$ cat config.mk
export PLATFORM = sky130hd
export DESIGN_NAME = mbq_ram
export DESIGN_NICKNAME = d
export VERILOG_FILES = /design/src/rtl/mbq_ram.sv
export SDC_FILE = /design/constraint.sdc
export NUM_CORES = 1
export LEC_CHECK = 0
export BUFFER_PORTS_ARGS = -buffer_cell sky130_fd_sc_hd__buf_2
export CAP_MARGIN = 20
export CORE_MARGIN = 2
export CORE_UTILIZATION = 36
export DETAILED_ROUTE_END_ITERATION = 6
export PLACE_DENSITY = 0.63
export SETUP_SLACK_MARGIN = 0.5
export SKIP_LAST_GASP = 1
export SLEW_MARGIN = 40
export SYNTH_ARGS = -nofsm -noshare
export SYNTH_HDL_FRONTEND = slang
export SYNTH_SLANG_ARGS = --single-unit
$ cat constraint.sdc
create_clock -name clk -period 3 [get_ports clk]
set_input_delay 0.6 -clock clk [delete_from_list [all_inputs] [get_ports clk]]
set_output_delay 0.6 -clock clk [all_outputs]
set_load 0.05 [all_outputs]
$ cat src/rtl/mbq_ram.sv
// Generic single-port RAM with registered read.
module mbq_ram #(
	parameter int unsigned WIDTH = 8,
	parameter int unsigned DEPTH = 16
) (
	input  logic                     clk,
	input  logic                     en,
	input  logic                     we,
	input  logic [$clog2(DEPTH)-1:0] addr,
	input  logic [WIDTH-1:0]         wdata,
	output logic [WIDTH-1:0]         rdata
);
	logic [WIDTH-1:0] mem [DEPTH];

	always_ff @(posedge clk) begin
		if (en) begin
			if (we) begin
				mem[addr] <= wdata;
			end
			rdata <= mem[addr];
		end
	end
endmodule

==> results of run 1 <==
-- worst max-delay path: stages --
cell and delay, ps:
sky130_fd_sc_hd__buf_2 580, sky130_fd_sc_hd__buf_4 280, sky130_fd_sc_hd__mux4_1 290, sky130_fd_sc_hd__a22oi_1 320
sky130_fd_sc_hd__nand2_1 100
-- cells in the mapped netlist --
cell type	count	area share, %
sky130_fd_sc_hd__buf_1	3	0.22
sky130_fd_sc_hd__and2_1	1	0.12
sky130_fd_sc_hd__mux4_2	16	6.9
sky130_fd_sc_hd__edfxtp_1	136	78
sky130_fd_sc_hd__nand4b_1	2	0.33
sky130_fd_sc_hd__nor2b_1	2	0.24
sky130_fd_sc_hd__buf_6	2	0.43
sky130_fd_sc_hd__nor3_1	4	0.38
sky130_fd_sc_hd__nand2_1	10	0.72
sky130_fd_sc_hd__nor2_1	13	0.93
sky130_fd_sc_hd__nand2b_1	2	0.24
sky130_fd_sc_hd__a22oi_1	16	2.3
sky130_fd_sc_hd__clkbuf_1	4	0.29
sky130_fd_sc_hd__mux4_1	16	8.0
sky130_fd_sc_hd__nand4_1	1	0.12
sky130_fd_sc_hd__buf_8	1	0.29
sky130_fd_sc_hd__or3_1	1	0.12
sky130_fd_sc_hd__buf_2	3	0.29
-- report_power, final --
part | internal (uW) | total, uW | switching [uW]
clock network | 1030 | 1750 | 724
registers | 2130 | 2140 | 9.00
logic | 72.6 | 207 | 134
total | 3230 | 4090 | 867
-- registers in the layout (all words and copies together), names as in the netlist --
name / cells
mem: 128
rdata: 8
-- per-stage QoR --
stage               power (uW)  setup slack (ps)
finish                    4090               980
global route              4240               855
CTS                       4130               968
detailed placement        2380               531
global placement          2380               558
floorplan                 2300               678
-- cell families after synthesis --
logic type	Yosys count	share of synthesized area (%)
AOI/OAI and AO/OA	16	2.30
buffers and inverters	13	1.51
DFF	136	78.1
muxes	32	14.9
and+or+nand+nor	36	3.21
-- layout by cell type, fill, tap and decap left out, types with 4 or more instances in the layout --
cell type and instances:
sky130_fd_sc_hd__edfxtp_1 136, sky130_fd_sc_hd__buf_2 22, sky130_fd_sc_hd__buf_4 18, sky130_fd_sc_hd__clkbuf_16 17, sky130_fd_sc_hd__mux4_1 16, sky130_fd_sc_hd__mux4_2 16
sky130_fd_sc_hd__a22oi_1 16, sky130_fd_sc_hd__nor2_1 13, sky130_fd_sc_hd__nand2_1 10, sky130_fd_sc_hd__clkinv_2 8, sky130_fd_sc_hd__nor3_1 4
-- cell type report --
| type | count | area, sq um |
|---|---|---|
| Tap cell | 184 | 230 |
| Fill cell | 1235 | 8220 |
| Sequential cell | 136 | 4080 |
| Antenna cell | 2 | 5.00 |
| Clock buffer | 19 | 433 |
| Clock inverter | 12 | 62.6 |
| Multi-Input combinational cell | 84 | 1070 |
| Timing Repair Buffer | 41 | 265 |
-- path summary, 6_finish.rpt --
| kind | start | endpoint | slack (ps) | depth (start not counted) |
|---|---|---|---|---|
| hold reg to reg | mem[7][3]$_DFFE_PP_ | rdata[3]$_DFFE_PP_ | 750 | 3 |
| hold / removal | wdata[2] | mem[6][2]$_DFFE_PP_ | 580 | 1 |
| setup reg to reg | mem[1][6]$_DFFE_PP_ | rdata[6]$_DFFE_PP_ | 1450 | 3 |
| setup / recovery | addr[1] | rdata[6]$_DFFE_PP_ | 980 | 5 |
-- routing by layer --
layer	vias up	track usage, %	share of wire (%)
li1	1092	-	-
met1	1259	18.7	43
met2	76	21.5	48
met3	14	5.58	7.6
met4	0	4.82	1.4
met5	-	0	0
==> impl_results.html, run 1 <==
<table>
<tr><th>Metric</th><th>Value</th></tr>
<tr><th colspan="2">Clocking</th></tr>
<tr><td>Number of hold-repair buffers added at the cts stage</td><td>0</td></tr>
<tr><td>Maximum level of the CTS H-tree</td><td>4</td></tr>
<tr><td>Clk sink count</td><td>136</td></tr>
<tr><td>Latest clock arrival within the worst-skew pair</td><td>420 ps</td></tr>
<tr><td>TritonCTS clock tree</td><td>done</td></tr>
<tr><td>Largest buffer count on any clock path</td><td>2</td></tr>
<tr><td>Clock-pin transition on the worst setup and hold timing paths</td><td>60 ps</td></tr>
<tr><td>Setup repair bufs after CTS</td><td>0</td></tr>
<tr><td>Number of CTS-inserted buffers</td><td>17</td></tr>
<tr><td>Resized cells post-CTS</td><td>0</td></tr>
<tr><td>Cell at the root of the clock tree</td><td>sky130_fd_sc_hd__clkbuf_16</td></tr>
<tr><th colspan="2">Worst setup path</th></tr>
<tr><td>Worst setup path class</td><td>in -&gt; reg</td></tr>
<tr><td>Worst Setup End Kind</td><td>flip-flop</td></tr>
<tr><td>Required time at the endpoint of the critical path</td><td>3160 ps</td></tr>
<tr><td>Data arrival time at the worst-slack endpoint</td><td>2180 ps</td></tr>
<tr><td>Nature of the critical path startpoint</td><td>input port</td></tr>
<tr><td>Largest fanout on the critical path</td><td>31</td></tr>
<tr><th colspan="2">Detailed routing</th></tr>
<tr><td>Vias per std cell</td><td>between 5 and 6</td></tr>
<tr><td>First-iteration detailed-routing DRC count</td><td>302</td></tr>
<tr><td>Final antenna-violating net count</td><td>0</td></tr>
<tr><td>Router iterations before antenna repair</td><td>4</td></tr>
<tr><td>Final routed DRC violation total</td><td>0</td></tr>
<tr><td>Detail-routed net length per standard cell</td><td>21.3 um</td></tr>
<tr><td>Via count</td><td>2441</td></tr>
<tr><td>Post-detailed-routing wire length</td><td>between 10000 and 15000 um</td></tr>
<tr><th colspan="2">Die</th></tr>
<tr><td>Height of the die</td><td>125 um</td></tr>
<tr><td># rows</td><td>44</td></tr>
<tr><td>Starting Density</td><td>36.4%</td></tr>
<tr><td>Die area</td><td>0.0155 sq mm</td></tr>
<tr><td>Number of top-level pins</td><td>23</td></tr>
<tr><td>Overall die width</td><td>125 um</td></tr>
<tr><td>Placeable core region</td><td>0.0144 sq mm</td></tr>
<tr><th colspan="2">Place</th></tr>
<tr><td>Port Buffers</td><td>22</td></tr>
<tr><td>Area after detailed placement</td><td>0.00565 sq mm</td></tr>
<tr><td>Half-perimeter wire length after placement</td><td>6510 um</td></tr>
<tr><td>DP Cell Count</td><td>445</td></tr>
<tr><td>GPL Wtd Cong</td><td>between 0.7 and 0.8</td></tr>
<tr><th colspan="2">Timing</th></tr>
<tr><td>Count of endpoints failing setup in the final report</td><td>0</td></tr>
<tr><td>Final hold violation count</td><td>0</td></tr>
<tr><td>Post-route clock period utilization</td><td>67.3%</td></tr>
<tr><td>Max-Slew Margin vs Limit</td><td>50.0%</td></tr>
<tr><td>Post-route clock skew</td><td>7.12 ps</td></tr>
<tr><td>Final setup TNS</td><td>0 ps</td></tr>
<tr><td>Maximum clock frequency</td><td>slightly below 500 MHz</td></tr>
<tr><td>Unrepaired setup endpoints after global routing</td><td>no</td></tr>
<tr><td>Min Tclk post-route</td><td>around 2000 ps</td></tr>
<tr><td>Actual slew at the worst max-slew pin</td><td>roughly 750 ps</td></tr>
<tr><td>Final worst hold slack</td><td>579 ps</td></tr>
<tr><td>Number of max-slew violations in the final report</td><td>0</td></tr>
<tr><th colspan="2">Cells and area</th></tr>
<tr><td>Final core occ</td><td>42.8%</td></tr>
<tr><td>Finished layout cell area</td><td>0.00615 sq mm</td></tr>
<tr><td>Number of nets in the layout</td><td>295</td></tr>
<tr><td>Share of cells above drive strength 1</td><td>between 20 and 30%</td></tr>
<tr><td>Final Instance Count excl. Fillers</td><td>roughly 480</td></tr>
<tr><td>Area overhead of the layout relative to synthesis</td><td>17.5%</td></tr>
<tr><th colspan="2">Power</th></tr>
<tr><td>Maximum vdd ir drop</td><td>~0.39 mV</td></tr>
<tr><td>PwrDens</td><td>666 mW/mm^2</td></tr>
<tr><td>Leakage Power</td><td>0.00205 uW</td></tr>
<tr><th colspan="2">Global routing</th></tr>
<tr><td>GR Util All Layers</td><td>14.2%</td></tr>
<tr><td>Maximum number of pins on one net before global-route repair</td><td>32</td></tr>
<tr><td>Antenna violations before repair</td><td>2</td></tr>
<tr><td>Total congestion overflow</td><td>0</td></tr>
<tr><td>Vias in the first global route</td><td>around 2600</td></tr>
<tr><td>Global-route wire length before repair</td><td>15800 um</td></tr>
<tr><th colspan="2">Yosys</th></tr>
<tr><td>Cell variety after synth</td><td>18</td></tr>
<tr><td>Sequential share of the synthesized area</td><td>about four fifths</td></tr>
<tr><td>Mapped Avg Cell Area</td><td>22.5 sq um</td></tr>
<tr><td>Net Count, Synth</td><td>248</td></tr>
<tr><td>Synth Instances</td><td>233</td></tr>
<tr><td>Synth Cell Area</td><td>0.00523 sq mm</td></tr>
<tr><td>Count of yosys warnings during synthesis</td><td>0</td></tr>
<tr><td>#FFs+latches synth</td><td>136</td></tr>
<tr><th colspan="2">Worst hold path</th></tr>
<tr><td>Path type of the worst min-delay path</td><td>in -&gt; reg</td></tr>
<tr><th colspan="2">Status</th></tr>
<tr><td>Outcome</td><td>complete, no violations</td></tr>
<tr><th colspan="2">Run</th></tr>
<tr><td>Max-cap violations</td><td>0</td></tr>
</table>
No activity file was read; power rests on OpenSTA's default activity.
==> inputs of run 2 (changes only) <==
clock period = 1.9 ns   (was 3 ns; I/O delays follow)
==> run 2 against run 1 <==
  * Clock skew rose by 1.4 ps
  * Sequential power up 57%
  * Worst hold slack lost 260 ps
  * Highest routed layer unchanged
  * Total power up 69%
  * Critical endpoint is now rdata[4]$_DFFE_PP_
  * Via count up 0.49%
  * Combinational power rose by 95%
  * Global-route usage is 0.32 points lower
  * Die area is the same
  * First-iteration DRC count fell by 3.3%
==> impl_results.html, run 2 (synthesized netlist as in run 1, its figures left out) <==
<table>
<tr><th>Metric</th><th>Value</th></tr>
<tr><th colspan="2">Timing</th></tr>
<tr><td>Count of endpoints failing setup in the final report</td><td>0</td></tr>
<tr><td>Actual slew at the worst max-slew pin</td><td>439 ps</td></tr>
<tr><td>Final worst hold slack</td><td>323 ps</td></tr>
<tr><td>Maximum clock frequency</td><td>713 MHz</td></tr>
<tr><td>Final hold violation count</td><td>0</td></tr>
<tr><td>Post-route clock skew</td><td>8.52 ps</td></tr>
<tr><td>Unrepaired setup endpoints after global routing</td><td>yes</td></tr>
<tr><td>Min Tclk post-route</td><td>approximately 1400 ps</td></tr>
<tr><td>Max-Slew Margin vs Limit</td><td>70.7%</td></tr>
<tr><td>Number of max-slew violations in the final report</td><td>0</td></tr>
<tr><td>Post-route clock period utilization</td><td>73.8%</td></tr>
<tr><th colspan="2">Cells and area</th></tr>
<tr><td>Largest register FFs</td><td>~130</td></tr>
<tr><td>Number of filler cells placed in the layout</td><td>1177</td></tr>
<tr><td>Commonest non-fill, non-tap cell in the layout</td><td>sky130_fd_sc_hd__edfxtp_1</td></tr>
<tr><td>Register ranked first by flip-flop count</td><td>mem</td></tr>
<tr><td>Antenna diodes</td><td>0</td></tr>
<tr><td>Biggest registers after layout</td><td>mem x128, rdata x8</td></tr>
<tr><td>Area overhead of the layout relative to synthesis</td><td>25.2%</td></tr>
<tr><td>Share of cells above drive strength 1</td><td>approximately 46%</td></tr>
<tr><td>Number of nets in the layout</td><td>between 300 and 400</td></tr>
<tr><td>Final Instance Count excl. Fillers</td><td>493</td></tr>
<tr><td>Highest-count cells in the layout ignoring fill and taps</td><td>136 x sky130_fd_sc_hd__edfxtp_1, 31 x sky130_fd_sc_hd__buf_4, 30 x sky130_fd_sc_hd__mux4_2</td></tr>
<tr><th colspan="2">Worst hold path</th></tr>
<tr><td>Hold Path Depth</td><td>1</td></tr>
<tr><td>Path type of the worst min-delay path</td><td>in -&gt; reg</td></tr>
<tr><td>Start point of the worst hold path</td><td>en</td></tr>
<tr><th colspan="2">Power</th></tr>
<tr><td>Leakage Power</td><td>0.00215 uW</td></tr>
<tr><td>Power consumption</td><td>6920 uW</td></tr>
<tr><td>Maximum vdd ir drop</td><td>between 0.5 and 0.6 mV</td></tr>
<tr><td>PwrDens</td><td>1060 mW/mm^2</td></tr>
<tr><th colspan="2">Detailed routing</th></tr>
<tr><td>Detail-routed net length per standard cell</td><td>20.4 um</td></tr>
<tr><td>Final antenna-violating net count</td><td>0</td></tr>
<tr><td>Final routed DRC violation total</td><td>0</td></tr>
<tr><td>First-iteration detailed-routing DRC count</td><td>between 200 and 300</td></tr>
<tr><td>Router iterations before antenna repair</td><td>5</td></tr>
<tr><td>Via count</td><td>2453</td></tr>
<tr><td>Vias per std cell</td><td>4.98</td></tr>
<tr><td>Post-detailed-routing wire length</td><td>10000 um</td></tr>
<tr><th colspan="2">Global routing</th></tr>
<tr><td>Vias in the first global route</td><td>roughly 2700</td></tr>
<tr><td>Maximum number of pins on one net before global-route repair</td><td>17</td></tr>
<tr><td>Global-route wire length before repair</td><td>15800 um</td></tr>
<tr><td>Antenna violations before repair</td><td>0</td></tr>
<tr><td>GR Util All Layers</td><td>between 10% and 20%</td></tr>
<tr><td>Total congestion overflow</td><td>0</td></tr>
<tr><th colspan="2">Worst setup path</th></tr>
<tr><td>Required time at the endpoint of the critical path</td><td>2050 ps</td></tr>
<tr><td>Largest fanout on the critical path</td><td>1</td></tr>
<tr><td>Count of cells along the worst register-to-register path</td><td>3</td></tr>
<tr><td>Critical path origin</td><td>mem[1][4]$_DFFE_PP_</td></tr>
<tr><td>Worst setup path class</td><td>reg -&gt; reg</td></tr>
<tr><td>Nature of the critical path startpoint</td><td>flip-flop</td></tr>
<tr><td>Startpoint of the most critical register-to-register path</td><td>mem[1][4]$_DFFE_PP_</td></tr>
<tr><td>Worst Setup End Kind</td><td>flip-flop</td></tr>
<tr><td>Data arrival time at the worst-slack endpoint</td><td>1560 ps</td></tr>
<tr><th colspan="2">Status</th></tr>
<tr><td>Outcome</td><td>complete, no violations</td></tr>
<tr><th colspan="2">Place</th></tr>
<tr><td>Half-perimeter wire length after placement</td><td>6940 um</td></tr>
<tr><td>DP Cell Count</td><td>462</td></tr>
<tr><td>GPL Wtd Cong</td><td>slightly below 0.8</td></tr>
<tr><td>Port Buffers</td><td>22</td></tr>
<tr><th colspan="2">Clocking</th></tr>
<tr><td>Latest clock arrival within the worst-skew pair</td><td>400 ps</td></tr>
<tr><td>Number of CTS-inserted buffers</td><td>17</td></tr>
<tr><td>Clock-pin transition on the worst setup and hold timing paths</td><td>about 60 ps</td></tr>
<tr><td>Clk sink count</td><td>136</td></tr>
<tr><td>Largest buffer count on any clock path</td><td>2</td></tr>
<tr><td>Maximum level of the CTS H-tree</td><td>4</td></tr>
<tr><td>Cell at the root of the clock tree</td><td>sky130_fd_sc_hd__clkbuf_16</td></tr>
<tr><td>TritonCTS clock tree</td><td>done</td></tr>
<tr><td>Number of hold-repair buffers added at the cts stage</td><td>0</td></tr>
<tr><td>Setup repair bufs after CTS</td><td>0</td></tr>
<tr><th colspan="2">Die</th></tr>
<tr><td>Number of top-level pins</td><td>23</td></tr>
<tr><td>Die area</td><td>0.0155 sq mm</td></tr>
<tr><td>Starting Density</td><td>a little over a third</td></tr>
<tr><td>Height of the die</td><td>~120 um</td></tr>
<tr><td># rows</td><td>44</td></tr>
<tr><td>Placeable core region</td><td>0.0144 sq mm</td></tr>
<tr><td>Overall die width</td><td>125 um</td></tr>
<tr><th colspan="2">Run</th></tr>
<tr><td>Max-cap violations</td><td>0</td></tr>
</table>
==> run 2: cell types whose count changed in the layout (fill, tap and decap cells not counted), moves of 5 or more <==
| cell | before | now |
|---|---|---|
| sky130_fd_sc_hd__buf_6 | 0 | 5 |
| sky130_fd_sc_hd__buf_2 | 22 | 12 |
| sky130_fd_sc_hd__a22oi_1 | 16 | 5 |
| sky130_fd_sc_hd__buf_4 | 18 | 31 |
| sky130_fd_sc_hd__a22oi_2 | 0 | 11 |
| sky130_fd_sc_hd__clkinv_2 | 8 | 3 |
| sky130_fd_sc_hd__mux4_1 | 16 | 2 |
| sky130_fd_sc_hd__mux4_2 | 16 | 30 |
| sky130_fd_sc_hd__nor2_2 | 0 | 11 |
| sky130_fd_sc_hd__nor2_1 | 13 | 1 |
==> run 2: worst paths after layout <==
path                              to  slack, ps
setup / recovery  rdata[4]$_DFFE_PP_        500
hold / removal    rdata[2]$_DFFE_PP_        320
setup reg to reg  rdata[4]$_DFFE_PP_        500
hold reg to reg   rdata[7]$_DFFE_PP_        760
==> run 2: metrics by stage <==
stage / instance area [sq um] / util, % / setup TNS (ps) / setup WS [ps]
after floorplan: 5330 / - / 0 / 234
after global placement: 5890 / 41.0 / -152 / -51.5
after detailed placement: 5890 / 41.0 / -174 / -64.5
after CTS: 6540 / 45.5 / 0 / 482
after global routing: 6550 / 45.6 / 0 / 446
final: 6550 / 45.6 / 0 / 497
==> run 2: layout make-up <==
class,instances,area (sq um),area share [%]
well taps,184,230,3.51
multi-input cells,84,1160,17.7
repair buffers,58,509,7.77
flip-flops and latches,136,4080,62.3
clock inverters,10,129,1.97
clock buffers,21,440,6.72
==> run 2: repair_timing <==
action,4_1_cts,5_1_grt
endpoints found under the setup margin,20,36
gates resized for setup,24,20
pin swaps,2,7
==> run 2: power breakdown <==
part           internal (uW)  switching, uW  total (uW)
Combinational            165            238         404
Sequential              3360           14.5        3370
Clock                   2040           1100        3140
Total                   5560           1360        6920
==> run 2: per-layer routing <==
layer  up-vias  share of wire, %  GRT usage, %
met5         -                 0             0
met4         0               1.0          4.56
met3        11               3.5          3.48
met2        42                51          22.4
met1      1291                45          18.5
li1       1109                 -             -
==> run 2: critical path, stage by stage, from the launching register on <==
cell and delay (ps):
sky130_fd_sc_hd__edfxtp_1 350, sky130_fd_sc_hd__mux4_1 520, sky130_fd_sc_hd__a22oi_2 210, sky130_fd_sc_hd__nand2_1 70
