<file path="src/rtl/mbq_pkg.sv">
// Shared types, constants and helpers for the message block queue.
package mbq_pkg;

	localparam int unsigned SLOTS       = 32;
	localparam int unsigned BLOCK_BYTES = 512;
	localparam int unsigned STORE_DEPTH = SLOTS * BLOCK_BYTES;
	localparam int unsigned ADDR_W      = $clog2(STORE_DEPTH);
	localparam int unsigned IDX_W       = $clog2(SLOTS);
	localparam int unsigned N_W         = $clog2(SLOTS + 1);
	localparam int unsigned G_W         = $clog2(SLOTS + 2);
	localparam int unsigned CNT_W       = 16;
	localparam int unsigned BUD_W       = 18;

	localparam logic [1:0] K_WRITE = 2'd0;
	localparam logic [1:0] K_START = 2'd1;
	localparam logic [1:0] K_FETCH = 2'd2;
	localparam logic [1:0] K_SPARE = 2'd3;

	localparam logic [2:0] ST_OK      = 3'd0;
	localparam logic [2:0] ST_NOBLOCK = 3'd1;
	localparam logic [2:0] ST_FULL    = 3'd2;
	localparam logic [2:0] ST_EMPTY   = 3'd3;
	localparam logic [2:0] ST_TRUNC   = 3'd4;
	localparam logic [2:0] ST_NOREAD  = 3'd5;

	typedef logic [IDX_W-1:0] idx_t;

	typedef enum logic [3:0] {
		S_CLEAR, S_IDLE, S_WRITE, S_RSTART, S_WALK, S_LEN2, S_LEN3, S_LENX,
		S_FIN, S_RETIRE, S_FSTART, S_FLOOP, S_FBODY, S_FDATA
	} state_t;

	typedef enum logic [1:0] {W_IDLE, W_ACTIVE, W_DISCARD} wmode_t;

	typedef enum logic {CTX_WALK, CTX_FETCH} ctx_t;

	typedef struct packed {
		logic take;
		logic give;
		idx_t give_blk;
		logic push;
		idx_t push_blk;
		logic retire;
	} ring_cmd_t;

	typedef struct packed {
		idx_t head_blk;
		logic free_ok;
		logic full;
		idx_t rd_idx;
		idx_t wr_idx;
		logic rd_valid;
		idx_t rd_blk;
		logic walk_valid;
		idx_t walk_blk;
	} ring_sts_t;

	function automatic idx_t next_idx(idx_t i);
		return (i == IDX_W'(SLOTS - 1)) ? '0 : i + 1'b1;
	endfunction

	function automatic logic [ADDR_W-1:0] store_addr(idx_t blk, logic [CNT_W-1:0] off);
		return ADDR_W'(blk) * ADDR_W'(BLOCK_BYTES) + ADDR_W'(off);
	endfunction

	function automatic logic [CNT_W-1:0] clamp_len(logic [7:0] lo, logic [7:0] hi);
		logic [CNT_W-1:0] v;
		v = {hi, lo};
		return (v > CNT_W'(BLOCK_BYTES)) ? CNT_W'(BLOCK_BYTES) : v;
	endfunction

endpackage

</file>
<file path="src/rtl/mbq_rings.sv">
// Free-block ring, message ring and their indexes.
module mbq_rings (
	input  logic              clk,
	input  logic              arst_n,
	input  mbq_pkg::ring_cmd_t cmd,
	input  mbq_pkg::idx_t     walk_idx,
	output mbq_pkg::ring_sts_t sts
);
	import mbq_pkg::*;

	idx_t free_q [SLOTS];
	idx_t blk_q [SLOTS];
	logic [SLOTS-1:0] valid_q;
	idx_t rd_q, wr_q, head_q, tail_q;
	logic give_any;
	idx_t gblk;

	assign give_any = cmd.give || (cmd.retire && valid_q[rd_q]);
	assign gblk     = cmd.retire ? blk_q[rd_q] : cmd.give_blk;

	assign sts.head_blk   = free_q[head_q];
	assign sts.free_ok    = next_idx(head_q) != tail_q;
	assign sts.full       = next_idx(wr_q) == rd_q;
	assign sts.rd_idx     = rd_q;
	assign sts.wr_idx     = wr_q;
	assign sts.rd_valid   = valid_q[rd_q];
	assign sts.rd_blk     = blk_q[rd_q];
	assign sts.walk_valid = valid_q[walk_idx];
	assign sts.walk_blk   = blk_q[walk_idx];

	always_ff @(posedge clk or negedge arst_n) begin
		if (!arst_n) begin
			for (int i = 0; i < SLOTS; i++) begin
				free_q[i] <= IDX_W'(i);
				blk_q[i]  <= '0;
			end
			valid_q <= '0;
			rd_q    <= '0;
			wr_q    <= '0;
			head_q  <= '0;
			tail_q  <= IDX_W'(SLOTS - 1);
		end else begin
			if (cmd.take) begin
				head_q <= next_idx(head_q);
			end
			if (give_any) begin
				free_q[tail_q] <= gblk;
				tail_q         <= next_idx(tail_q);
			end
			if (cmd.push) begin
				valid_q[wr_q] <= 1'b1;
				blk_q[wr_q]   <= cmd.push_blk;
				wr_q          <= next_idx(wr_q);
			end
			if (cmd.retire) begin
				valid_q[rd_q] <= 1'b0;
				rd_q          <= next_idx(rd_q);
			end
		end
	end
endmodule

</file>
<file path="config.mk">
export PLATFORM = sky130hd
export DESIGN_NAME = mbq_rings
export DESIGN_NICKNAME = d
export VERILOG_FILES = /design/src/rtl/mbq_pkg.sv /design/src/rtl/mbq_rings.sv
export SDC_FILE = /design/constraint.sdc
export NUM_CORES = 1
export LEC_CHECK = 0
export BUFFER_PORTS_ARGS = -buffer_cell sky130_fd_sc_hd__buf_2
export CELL_PAD_IN_SITES_DETAIL_PLACEMENT = 1
export CELL_PAD_IN_SITES_GLOBAL_PLACEMENT = 2
export CORE_ASPECT_RATIO = 0.7
export CORE_MARGIN = 10
export CORE_UTILIZATION = 40
export DETAILED_ROUTE_END_ITERATION = 8
export GPL_TIMING_DRIVEN = 0
export PLACE_DENSITY = 0.82
export SYNTH_ARGS = -nofsm -noshare
export SYNTH_HDL_FRONTEND = slang
export SYNTH_SLANG_ARGS = --single-unit
</file>
<file path="constraint.sdc">
create_clock -name clk -period 3.2 [get_ports clk]
set_clock_uncertainty 0.05 [all_clocks]
set_input_delay 0.64 -clock clk [delete_from_list [all_inputs] [get_ports clk]]
set_output_delay 0.64 -clock clk [all_outputs]
set_load 0.05 [all_outputs]
</file>
==> metrics.md, run 1 <==
| Metric | Value |
|---|---|
| Pin count of the biggest net entering global routing | ~110 |
| Max transition margin | 17.4% |
| Worst slack, placed | -1350 ps |
| Final total power | between 20 and 30 mW |
| Seq cells post-synth | roughly 370 |
| Launching point of the worst reg2reg path | rd_q[3]$_DFFE_PN0P_ |
| Launching element of the worst setup path | rd_q[1]$_DFFE_PN0P_ |
| Clock transition at path regs | 60 ps |
| Number of port buffers | 45 |
| Count of H-tree levels built during CTS | 2 |
| Max-Cap Viols | 0 |
| Crit path max-delay cell type | sky130_fd_sc_hd__dfrtp_2 |
| Setup crit start kind | flip-flop |
| Total global routing overflow | 0 |
| Initial cell density of the core | 40.6% |
| Minimum clock period | ~3400 ps |
| Unrepaired setup endpoints after global routing | true |
| Cell row count | 68 |
| Diode count | 0 |
| Die span in x | roughly 290 um |
| Count of distinct cell types in the synthesized netlist | 53 |
| Result of the run | finished, violations left |
| Clock latency on the worst-skew pair | roughly 580 ps |
| Critical path's most frequent cell | sky130_fd_sc_hd__buf_16 |
| Gpl congestion | 0.947 |
| Critical Path RT | about 2500 ps |
| Dominant synthesized flop cell | sky130_fd_sc_hd__dfrtp_1 |
| Drt initial violations | roughly 1,600 |
| Most common cell after layout, fill and taps aside | sky130_fd_sc_hd__dfrtp_1 |
| Share of synthesized registers carrying an async set or reset | 100% |
| Number of synthesized flops with an enable pin | 0 |
| Placement Cell Area | between 20,000 and 25,000 um2 |
| Utilization of the core after routing | about half |
| Max Clk Rate | 291 MHz |
| Worst-path maximum fanout | 6 |
| Synthesized instance count | approximately 1,400 |
| Top Ports | 50 |
| Kind of capture point of the worst setup path | primary output |
| Via count | 14,400 |
| Area of the die | about 60,000 um2 |
| Global-route wire length before repair | between 100,000 and 150,000 um |
| Pins over their slew limit | 0 |
| Most used cells in the layout excluding fill and tap cells | 274 x sky130_fd_sc_hd__dfrtp_1, 225 x sky130_fd_sc_hd__mux2_2, 96 x sky130_fd_sc_hd__mux2_4 |
| Number of global-route vias before repair | between 10,000 and 15,000 |
| Number of warnings printed during yosys synthesis | 0 |
| Power density cells | between 1000 and 1500 nW/um2 |
| Half-perimeter wire length after placement | about 48,000 um |
| Net count after synthesis | 1,462 |
| Wire length after detailed routing | 72,500 um |
| Drt pass-1 iters | 6 |
| Clock sink total | between 300 and 400 |
| Filler cell count | 4,677 |
| Fraction of final layout cells sized beyond drive strength 1 | 58.3% |
| Number of CTS-inserted buffers | between 40 and 50 |
| Total negative setup slack | -3230 ps |
| Largest buffer count on any clock path | 3 |
| CTS tree | yes |
| Chain of cells forming the critical path | buf_12, buf_16, buf_16, mux2i_2, o22ai_2, nor4_2, nand2_1, buf_6 |
| Post-synthesis to final-layout area growth | 27.2% |
| Cell area after synthesis | 20,100 um2 |
| Die height | roughly 210 um |
| Maximum vdd drop | between 0.0005 and 0.0006 V |
| Crit share post-route | 107% |
| Worst min-delay path class | input port to async pin |
| P_leak | 10.7 nW |
| Sequential share of the synthesized area | 46.9% |
| Final ANT Viol Nets | 0 |
| Largest stage delay, worst path | 400 ps |
| Area of the core region | around 50,000 um2 |
| Via count normalized by instance count | 6.26 |
| Critical Path AT | ~2800 ps |
| Number of failing setup endpoints in the final timing report | 38 |
| Final Hold Viols | 0 |
| DRC violation count after routing | 0 |
| Number of antenna violations at the first check in global routing | 1 |
| Slew at the pin closest to its max-slew limit | 1240 ps |
| Total track usage | 23.1% |
| Post-Syn Area per Cell | 14.1 um2 |
| Design Area, Final | about 26,000 um2 |
| Fin worst setup slack | -236 ps |
| WS Path Type | flip-flop to primary output |
| Cell at the root of the clock tree | sky130_fd_sc_hd__clkbuf_16 |
| Failing checks | negative setup slack |
| Detailed-route wire length per cell | 31.5 um |
| Number of nets in the finished design | ~1,600 |
## where the power goes
group | switching (mW) | internal (mW)
sequential | 1.79 | 6.92
clock | 2.05 | 2.71
combinational | 7.10 | 6.28
## per-stage QoR
stage	std cells	hold slack (ps)
3_3_place_gp	2134	424
3_5_place_dp	2137	436
6_report	2303	78.4
4_1_cts	2256	113
5_1_grt	2303	153
2_1_floorplan	1424	294
## Yosys cell counts (3+ instances only)
cell | n | share of area, %
sky130_fd_sc_hd__xor2_1 | 3 | 0.13
sky130_fd_sc_hd__inv_1 | 15 | 0.28
sky130_fd_sc_hd__o221ai_1 | 20 | 0.87
sky130_fd_sc_hd__o22a_1 | 27 | 1.2
sky130_fd_sc_hd__nor3_1 | 6 | 0.15
sky130_fd_sc_hd__mux2i_1 | 138 | 6.9
sky130_fd_sc_hd__nor4_1 | 11 | 0.34
sky130_fd_sc_hd__a21o_1 | 6 | 0.22
sky130_fd_sc_hd__nand3_1 | 11 | 0.27
sky130_fd_sc_hd__dfrtp_1 | 287 | 36
sky130_fd_sc_hd__nand2_1 | 36 | 0.67
sky130_fd_sc_hd__buf_2 | 20 | 0.50
sky130_fd_sc_hd__xnor2_1 | 9 | 0.39
sky130_fd_sc_hd__and3_1 | 4 | 0.12
sky130_fd_sc_hd__mux2_4 | 90 | 6.7
sky130_fd_sc_hd__dfstp_2 | 85 | 11
sky130_fd_sc_hd__a31oi_1 | 10 | 0.31
sky130_fd_sc_hd__o21ai_2 | 4 | 0.17
sky130_fd_sc_hd__o21ai_0 | 9 | 0.22
sky130_fd_sc_hd__a21oi_1 | 8 | 0.20
sky130_fd_sc_hd__o22ai_1 | 61 | 1.9
sky130_fd_sc_hd__mux2_2 | 231 | 13
sky130_fd_sc_hd__nand3b_1 | 3 | 0.11
sky130_fd_sc_hd__nand4_1 | 3 | 0.093
sky130_fd_sc_hd__nand4bb_1 | 6 | 0.34
sky130_fd_sc_hd__buf_1 | 20 | 0.37
sky130_fd_sc_hd__ha_1 | 17 | 1.1
sky130_fd_sc_hd__o211ai_1 | 5 | 0.19
sky130_fd_sc_hd__mux4_2 | 80 | 9.0
sky130_fd_sc_hd__o211ai_4 | 23 | 2.4
sky130_fd_sc_hd__nand2b_1 | 8 | 0.25
sky130_fd_sc_hd__mux2_1 | 13 | 0.73
sky130_fd_sc_hd__buf_4 | 3 | 0.11
sky130_fd_sc_hd__nand4b_1 | 4 | 0.17
sky130_fd_sc_hd__a211oi_1 | 5 | 0.19
sky130_fd_sc_hd__nor2_1 | 56 | 1.0
sky130_fd_sc_hd__or4b_1 | 4 | 0.20
sky130_fd_sc_hd__clkbuf_1 | 59 | 1.1
## worst paths after layout
path / to / slack [ps] / cells past startpoint
max in group asynchronous: free_q[85]$_DFFE_PN0P_ / 1960 / 2
max reg2reg: free_q[2]$_DFFE_PN1P_ / -90 / 7
min in group clk: head_q[0]$_DFFE_PN0P_ / 300 / 2
max: sts[10] / -240 / 8
min reg2reg: free_q[11]$_DFFE_PN0P_ / 450 / 1
min: valid_q[25]$_DFF_PN0_ / 80 / 1
## logic make-up (layout without fill, tap and decap cells)
family	after synthesis	count (layout)	synth area share, %
fa+ha+maj	17	17	1.06
xor+xnor	12	12	0.524
compound gates	188	188	8.38
mux	552	552	36.3
flops	372	372	46.9
buf+inv	121	335	2.68
simple gates	162	162	4.19
## sequential cells by signal (all words and copies together), names as in the netlist
name     flops
tail_q       5
wr_q         5
rd_q         5
valid_q     32
head_q       5
free_q     160
blk_q      160
## final cells by class
type                            instances  area, um2  share of cell area, %
Multi-Input combinational cell        931      11400                   44.8
Sequential cell                       372       9430                   36.9
Timing Repair Buffer                  147       1530                   5.97
Clock buffer                           60       1180                   4.61
Buffer                                102        957                   3.75
Tap cell                              665        832                   3.26
Clock inverter                         11        116                  0.456
Inverter                               15       56.3                  0.221
## per-layer routing
| metal | share of wire [%] | vias up | GRT usage [%] |
|---|---|---|---|
| li1 | - | 5805 | - |
| met1 | 44 | 7784 | 32.9 |
| met2 | 44 | 699 | 32.7 |
| met3 | 10 | 117 | 8.23 |
| met4 | 1.9 | 2 | 5.74 |
| met5 | 0.018 | - | 0 |
## worst max-delay path, delay by kind of cell, from the launching register on
kind	cells	cell delay [ps]
AOI/OAI and AO/OA	1	140
muxes	1	370
and+or+nand+nor	2	550
buffers and inverters	4	680
DFF	1	400
## what timing repair did
action,CTS,global route
pin swaps,36,32
setup buffers,48,43
cloned,4,6
hold buffers,0,0
gates resized for setup,338,103
setup endpoints to repair,184,81
No activity file was read; power rests on OpenSTA's default activity.
==> inputs of run 2 (changes only) <==
--- a/config.mk
+++ b/config.mk
@@ -8,7 +8,7 @@
 export BUFFER_PORTS_ARGS = -buffer_cell sky130_fd_sc_hd__buf_2
 export CELL_PAD_IN_SITES_DETAIL_PLACEMENT = 1
 export CELL_PAD_IN_SITES_GLOBAL_PLACEMENT = 2
-export CORE_ASPECT_RATIO = 0.7
+export CORE_ASPECT_RATIO = 1.5
 export CORE_MARGIN = 10
 export CORE_UTILIZATION = 40
 export DETAILED_ROUTE_END_ITERATION = 8
==> run 2 against run 1 <==
Net effect: the flow still finishes with violations (negative setup slack); critical path type unchanged; count of clock-buffer cells in the layout is 5 lower; routed wire length is 5.6% lower; utilization is 1.6 points lower; non-clock buffer count is 40 lower; sequential power is 2% lower; die area hardly changed.
==> metrics.md, run 2 (same netlist as run 1, synthesis figures left out) <==
| Metric | Value |
|---|---|
| WS Path Type | flip-flop to primary output |
| Power density cells | 1030 nW/um2 (-1.7%) |
| Largest buffer count on any clock path | 3 (unchanged) |
| Number of nets in the finished design | 1,608 (-2.4%) |
| Share of total power in sequential cells | 33.2% (+0.8 points) |
| Via count normalized by instance count | 6.03 (-3.5%) |
| Number of placed instances, taps included | 2,135 (-0.094%) |
| Fin worst setup slack | -172 ps (+64.4 ps) |
| Die height | 294 um (+42%) |
| Final ANT Viol Nets | 0 (unchanged) |
| Worst-path maximum fanout | 10 (+4) |
| Most common cell after layout, fill and taps aside | sky130_fd_sc_hd__dfrtp_1 |
| Post-synthesis to final-layout area growth | 23.8% |
| Number of global-route vias before repair | 15,300 (+2.5%) |
| Portion of total power attributed to the clock network | 19.9% (+2.2 points) |
| Global-route wire length before repair | 101,000 um (-2.2%) |
| Critical path's most frequent cell | sky130_fd_sc_hd__buf_12 |
| DRC violation count after routing | 0 (unchanged) |
| Placement Cell Area | 21,200 um2 (about the same) |
| Count of H-tree levels built during CTS | 2 (unchanged) |
| Number of failing setup endpoints in the final timing report | 18 (-53%) |
| Minimum clock period | 3370 ps (-64.4 ps) |
| Via count | 13,700 (-5.2%) |
| Critical Path AT | 2680 ps (-70 ps) |
| Share of total power in combinational logic | 46.9% (-2.9 points) |
| Most used cells in the layout excluding fill and tap cells | 281 x sky130_fd_sc_hd__dfrtp_1, 227 x sky130_fd_sc_hd__mux2_2, 100 x sky130_fd_sc_hd__mux2i_1 |
| Drt pass-1 iters | 4 (-2) |
| Number of non-filler instances in the completed layout | 2,264 (-1.7%) |
| Design Area, Final | 24,900 um2 (-2.7%) |
| Crit path max-delay cell type | sky130_fd_sc_hd__nor4_4 |
| Area of the die | 59,700 um2 (about the same) |
| Max transition margin | 15.7% (-1.8 points) |
| Cell row count | 100 (+47%) |
| Initial cell density of the core | 40.4% (-0.20 points) |
| Slew at the pin closest to its max-slew limit | 1260 ps (+21.6 ps) |
| CTS tree | yes |
| Failing checks | negative setup slack |
| Worst min-delay path class | input port to flip-flop |
| Diode count | 0 (unchanged) |
| Number of antenna violations at the first check in global routing | 0 (-1) |
| Gpl congestion | 0.939 (-0.83%) |
| Wire length after detailed routing | 68,500 um (-5.6%) |
| Filler cell count | 4,811 (+2.9%) |
| Clock latency on the worst-skew pair | 590 ps (about the same) |
| Max-Cap Viols | 0 (unchanged) |
| Cell at the root of the clock tree | sky130_fd_sc_hd__clkbuf_16 |
| Result of the run | finished, violations left |
| Setup crit start kind | flip-flop |
| Clock sink total | 372 (unchanged) |
| Kind of capture point of the worst setup path | primary output |
| Maximum vdd drop | 0.000799 V (+38%) |
| Pins over their slew limit | 0 (unchanged) |
| P_leak | 10.5 nW (-1.4%) |
| Die span in x | 203 um (-29%) |
| Detailed-route wire length per cell | 30.2 um (-4.0%) |
| Chain of cells forming the critical path | buf_12, buf_16, buf_12, mux2i_4, o22ai_2, nor4_4, nand2_1, buf_6 |
| Top Ports | 50 (unchanged) |
| Total global routing overflow | 0 (unchanged) |
| Area of the core region | 49,700 um2 (+0.49%) |
| Register area | 9420 um2 (about the same) |
| Area taken by multi-input logic gates | 11,100 um2 (-2.9%) |
| Drt initial violations | 843 (-46%) |
| Switching share of total power | 39.1% (-1.6 points) |
| Max Clk Rate | 297 MHz (+1.9%) |
| Half-perimeter wire length after placement | 47,800 um (-0.51%) |
| Total track usage | 22.7% (-0.36 points) |
| Internal power of the cells | 15.6 mW (-1.7%) |
| Pin count of the biggest net entering global routing | 122 (+8.0%) |
| Total negative setup slack | -1160 ps (+2080 ps) |
| Largest stage delay, worst path | 460 ps (+60 ps) |
| Number of CTS-inserted buffers | 41 (unchanged) |
| Final Hold Viols | 0 (unchanged) |
| Largest registers | blk_q: 160 flops, free_q: 160 flops, valid_q: 32 flops |
| Clock transition at path regs | 60 ps (about the same) |
| Switching power of the nets | 10.1 mW (-8.1%) |
| Unrepaired setup endpoints after global routing | true |
| Final total power | 25.7 mW (-4.3%) |
| Worst slack, placed | -1240 ps (+104 ps) |
| Critical Path RT | 2510 ps (about the same) |
| Number of port buffers | 45 (unchanged) |
| Crit share post-route | 105% (-2.0 points) |
| Fraction of final layout cells sized beyond drive strength 1 | 55.3% (-3.0 points) |
-- run 2: final cells by class --
cell class                 instances  area share [%]
multi-input combinational        931            44.7
clock buffer                      55            4.79
tap                              663            3.34
sequential                       372            37.9
clock inverter                    19           0.962
timing repair buffer             108            4.26
inverter                          15           0.227
buffer                           101            3.82
-- run 2: worst max-delay path, delay by kind of cell (launching register included) --
| family | cells | cell delay, ps |
|---|---|---|
| AO/OA/AOI/OAI | 1 | 120 |
| multiplexers | 1 | 260 |
| AND/OR/NAND/NOR | 2 | 600 |
| flip-flops | 1 | 410 |
| buffers and inverters | 4 | 660 |
-- run 2: per-layer routing --
metal | track usage [%] | share of wire [%] | up-vias
met1 | 24.0 | 36 | 7331
met2 | 41.5 | 54 | 414
met3 | 3.47 | 3.9 | 182
li1 | - | - | 5734
met4 | 14.1 | 6.4 | 0
met5 | 0 | 0 | -
-- run 2: power groups by stage --
stage	clock (mW)	sequential [mW]	combinational, mW
6_report	5.11	8.54	12.0
5_1_grt	5.37	8.76	12.6
4_1_cts	5.19	8.39	11.4
3_5_place_dp	0	8.34	9.78
3_3_place_gp	0	8.16	9.47
2_1_floorplan	0	7.99	7.05
-- run 2: worst paths after layout --
check,from,to,slack (ps),cells after the start
hold / removal,cmd[13],head_q[0]$_DFFE_PN0P_,320,2
setup reg to reg,rd_q[0]$_DFFE_PN0P_,free_q[84]$_DFFE_PN0P_,-30,7
max in group asynchronous,arst_n,blk_q[86]$_DFFE_PN0P_,670,5
hold reg to reg,free_q[16]$_DFFE_PN0P_,free_q[16]$_DFFE_PN0P_,450,1
min in group asynchronous,arst_n,rd_q[1]$_DFFE_PN0P_,480,2
setup / recovery,rd_q[1]$_DFFE_PN0P_,sts[6],-170,8
-- run 2: repair_timing --
action	CTS	global route
pin swaps	39	26
endpoints found under the setup margin	179	134
gates cloned	5	2
buffers inserted	38	16
hold buffers	1	0
endpoints found under the hold margin	24	0
resized for setup	305	70
-- run 2: metrics by stage --
step / utilization, % / hold WS (ps)
2_1_floorplan: - / 294
3_3_place_gp: 42.6 / 422
3_5_place_dp: 42.8 / 438
4_1_cts: 49.0 / 286
5_1_grt: 50.0 / 308
6_report: 50.0 / 320
==> inputs of run 3 (changes only) <==
--- a/config.mk
+++ b/config.mk
@@ -10,10 +10,10 @@
 export CELL_PAD_IN_SITES_GLOBAL_PLACEMENT = 2
 export CORE_ASPECT_RATIO = 1.5
 export CORE_MARGIN = 10
-export CORE_UTILIZATION = 40
+export CORE_UTILIZATION = 42
 export DETAILED_ROUTE_END_ITERATION = 8
 export GPL_TIMING_DRIVEN = 0
-export PLACE_DENSITY = 0.82
+export PLACE_DENSITY = 0.85
 export SYNTH_ARGS = -nofsm -noshare
 export SYNTH_HDL_FRONTEND = slang
 export SYNTH_SLANG_ARGS = --single-unit
==> run 3 against run 2 <==
Net effect: maximum frequency shrank 0.10%; first-iteration DRC count is 5.6% higher; critical path depth is 1 higher; sequential power about the same; cell area rose by 0.95%; global-route usage is 1.4 points higher; power rose by 1.8%; the flow still finishes with violations (negative setup slack); sequential share of layout area is 0.35 points lower; highest routed layer unchanged; die area decreased by 4.4%.
==> metrics.md, run 3 (same netlist as run 1, synthesis figures left out) <==
| Metric | Value |
|---|---|
| Result of the run | finished, violations left |
| Failing checks | negative setup slack |
| Clock sink total | 372 (unchanged) |
| Worst min-delay path class | input port to flip-flop |
| Number of nets in the finished design | 1,627 (+1.2%) |
| Post-synthesis to final-layout area growth | 25.0% |
| Wire length after detailed routing | 69,900 um (+2.1%) |
| Die height | 288 um (-2.2%) |
| Number of non-filler instances in the completed layout | 2,223 (-1.8%) |
| Minimum clock period | 3380 ps (+3.45 ps) |
| Initial cell density of the core | 42.3% (+1.9 points) |
| Gpl congestion | 0.934 (-0.55%) |
| Clock latency on the worst-skew pair | 600 ps (about the same) |
| Drt initial violations | 890 (+5.6%) |
| Number of failing setup endpoints in the final timing report | 13 (-5) |
| Drt pass-1 iters | 5 (+1) |
| WS Path Type | flip-flop to primary output |
| Power density cells | 1040 nW/um2 (+0.82%) |
| Fraction of final layout cells sized beyond drive strength 1 | 56.4% (+1.2 points) |
| Most common cell after layout, fill and taps aside | sky130_fd_sc_hd__dfrtp_1 |
| Crit share post-route | 105% (+0.11 points) |
| Via count normalized by instance count | 6.33 (+4.9%) |
| Total track usage | 24.2% (+1.4 points) |
| Clock transition at path regs | 60 ps (about the same) |
| Total negative setup slack | -984 ps (+174 ps) |
| Number of antenna violations at the first check in global routing | 0 (unchanged) |
| Die span in x | 199 um (-2.2%) |
| Unrepaired setup endpoints after global routing | true |
| Count of H-tree levels built during CTS | 2 (unchanged) |
| Final ANT Viol Nets | 0 (unchanged) |
| Most used cells in the layout excluding fill and tap cells | 279 x sky130_fd_sc_hd__dfrtp_1, 228 x sky130_fd_sc_hd__mux2_2, 101 x sky130_fd_sc_hd__mux2i_1 |
| Number of global-route vias before repair | 15,500 (+1.2%) |
| Number of placed instances, taps included | 2,072 (-3.0%) |
| Top Ports | 50 (unchanged) |
| Maximum vdd drop | 0.000730 V (-8.6%) |
| Final total power | 26.1 mW (+1.8%) |
| Cell row count | 98 (-2.0%) |
| Number of port buffers | 45 (unchanged) |
| Number of CTS-inserted buffers | 42 (+2.4%) |
| Critical Path RT | 2510 ps (about the same) |
| Cell at the root of the clock tree | sky130_fd_sc_hd__clkbuf_16 |
| Slew at the pin closest to its max-slew limit | 1340 ps (+80.8 ps) |
| Setup slack on the worst flop-to-flop path | 10 ps (+40 ps) |
| Diode count | 0 (unchanged) |
| Area of the core region | 47,500 um2 (-4.5%) |
| Kind of capture point of the worst setup path | primary output |
| Fin worst setup slack | -175 ps (-3.45 ps) |
| Total global routing overflow | 0 (unchanged) |
| Max-Cap Viols | 0 (unchanged) |
| Half-perimeter wire length after placement | 47,000 um (-1.7%) |
| Area of the die | 57,100 um2 (-4.4%) |
| CTS tree | yes |
| Pins over their slew limit | 0 (unchanged) |
| Largest stage delay, worst path | 400 ps (-60 ps) |
| Critical Path AT | 2690 ps (about the same) |
| Chain of cells forming the critical path | buf_12, buf_12, buf_12, buf_4, mux2i_2, o22ai_2, nor4_4, nand2_2, buf_6 |
| P_leak | 10.7 nW (+1.4%) |
| Crit path max-delay cell type | sky130_fd_sc_hd__nor4_4 |
| Max transition margin | 10.6% (-5.1 points) |
| Pin count of the biggest net entering global routing | 117 (-4.1%) |
| Worst-path maximum fanout | 10 (unchanged) |
| Worst slack, placed | -1230 ps (+12.3 ps) |
| Via count | 14,100 (+3.0%) |
| Final Hold Viols | 0 (unchanged) |
| Global-route wire length before repair | 102,000 um (+0.72%) |
| Detailed-route wire length per cell | 31.4 um (+4.0%) |
| Largest registers | blk_q: 160 flops, free_q: 160 flops, valid_q: 32 flops |
| Largest buffer count on any clock path | 3 (unchanged) |
| DRC violation count after routing | 0 (unchanged) |
| Critical path's most frequent cell | sky130_fd_sc_hd__buf_12 |
| Setup crit start kind | flip-flop |
| Max Clk Rate | 296 MHz (-0.10%) |
run 3: changes by cell type in the layout (fill, tap and decap cells not counted), moves of 3 or more:
cell                        before  now
sky130_fd_sc_hd__buf_4          54   65
sky130_fd_sc_hd__buf_12         16   21
sky130_fd_sc_hd__mux2i_4        19   15
sky130_fd_sc_hd__o22ai_1        41   37
sky130_fd_sc_hd__clkbuf_16      47   50
sky130_fd_sc_hd__clkbuf_2        7   10
sky130_fd_sc_hd__clkbuf_4        8    5
sky130_fd_sc_hd__mux2i_2        19   22
sky130_fd_sc_hd__o21ai_2         4    1
sky130_fd_sc_hd__o21ai_4         0    3
sky130_fd_sc_hd__o22ai_2        19   22
run 3: final cells by class:
cell class                      instances  area, um2
Timing Repair Buffer                  126       1290
Clock inverter                         21        267
Buffer                                101        956
Tap cell                              600        751
Inverter                               15       56.3
Sequential cell                       372       9430
Multi-Input combinational cell        931      11100
Clock buffer                           57       1230
Fill cell                            4502      22400
run 3: metrics by stage:
stage	instance area [um2]	hold WS, ps	utilization [%]
6_report	25100	290	52.9
5_1_grt	25100	309	52.9
4_1_cts	24600	264	51.8
3_5_place_dp	21200	441	44.6
3_3_place_gp	21100	423	44.4
2_1_floorplan	20100	294	-
run 3: worst paths after layout:
path,cells past startpoint,startpoint,end
worst max-delay path,9,rd_q[1]$_DFFE_PN0P_,sts[8]
worst min-delay path,2,cmd[13],head_q[0]$_DFFE_PN0P_
worst max register to register,8,rd_q[0]$_DFFE_PN0P_,free_q[122]$_DFFE_PN1P_
worst min register to register,1,free_q[153]$_DFFE_PN0P_,free_q[153]$_DFFE_PN0P_
max in group asynchronous,3,arst_n,blk_q[6]$_DFFE_PN0P_
min in group asynchronous,2,arst_n,free_q[55]$_DFFE_PN0P_
run 3: routing by layer:
| metal | track usage, % | part of all wire (%) | up-vias |
|---|---|---|---|
| met5 | 0 | 0 | - |
| met4 | 16.2 | 7.4 | 0 |
| met3 | 3.40 | 3.8 | 239 |
| met2 | 43.7 | 53 | 466 |
| met1 | 25.5 | 35 | 7556 |
| li1 | - | - | 5811 |
run 3: critical path, delay by kind of cell, from the launching register on:
kind	cells	cell delay [ps]
compound gates	1	120
buf+inv	5	790
flops	1	390
mux	1	240
simple gates	2	530
run 3: report_power, final:
group          switching [mW]  total [mW]  leakage, nW  internal (mW)
clock                    2.16        5.28        0.741           3.13
sequential               1.66        8.57         4.57           6.91
combinational            6.47        12.3         5.39           5.82
total                    10.3        26.1         10.7           15.9
run 3: timing repair:
| item | 4_1_cts | 5_1_grt |
|---|---|---|
| endpoints found under the setup margin | 179 | 99 |
| setup buffers | 47 | 21 |
| resized for setup | 326 | 67 |
| cloned | 8 | 1 |
| hold buffers | 1 | 0 |
| endpoints found under the hold margin | 22 | 0 |
| pin swaps | 41 | 23 |
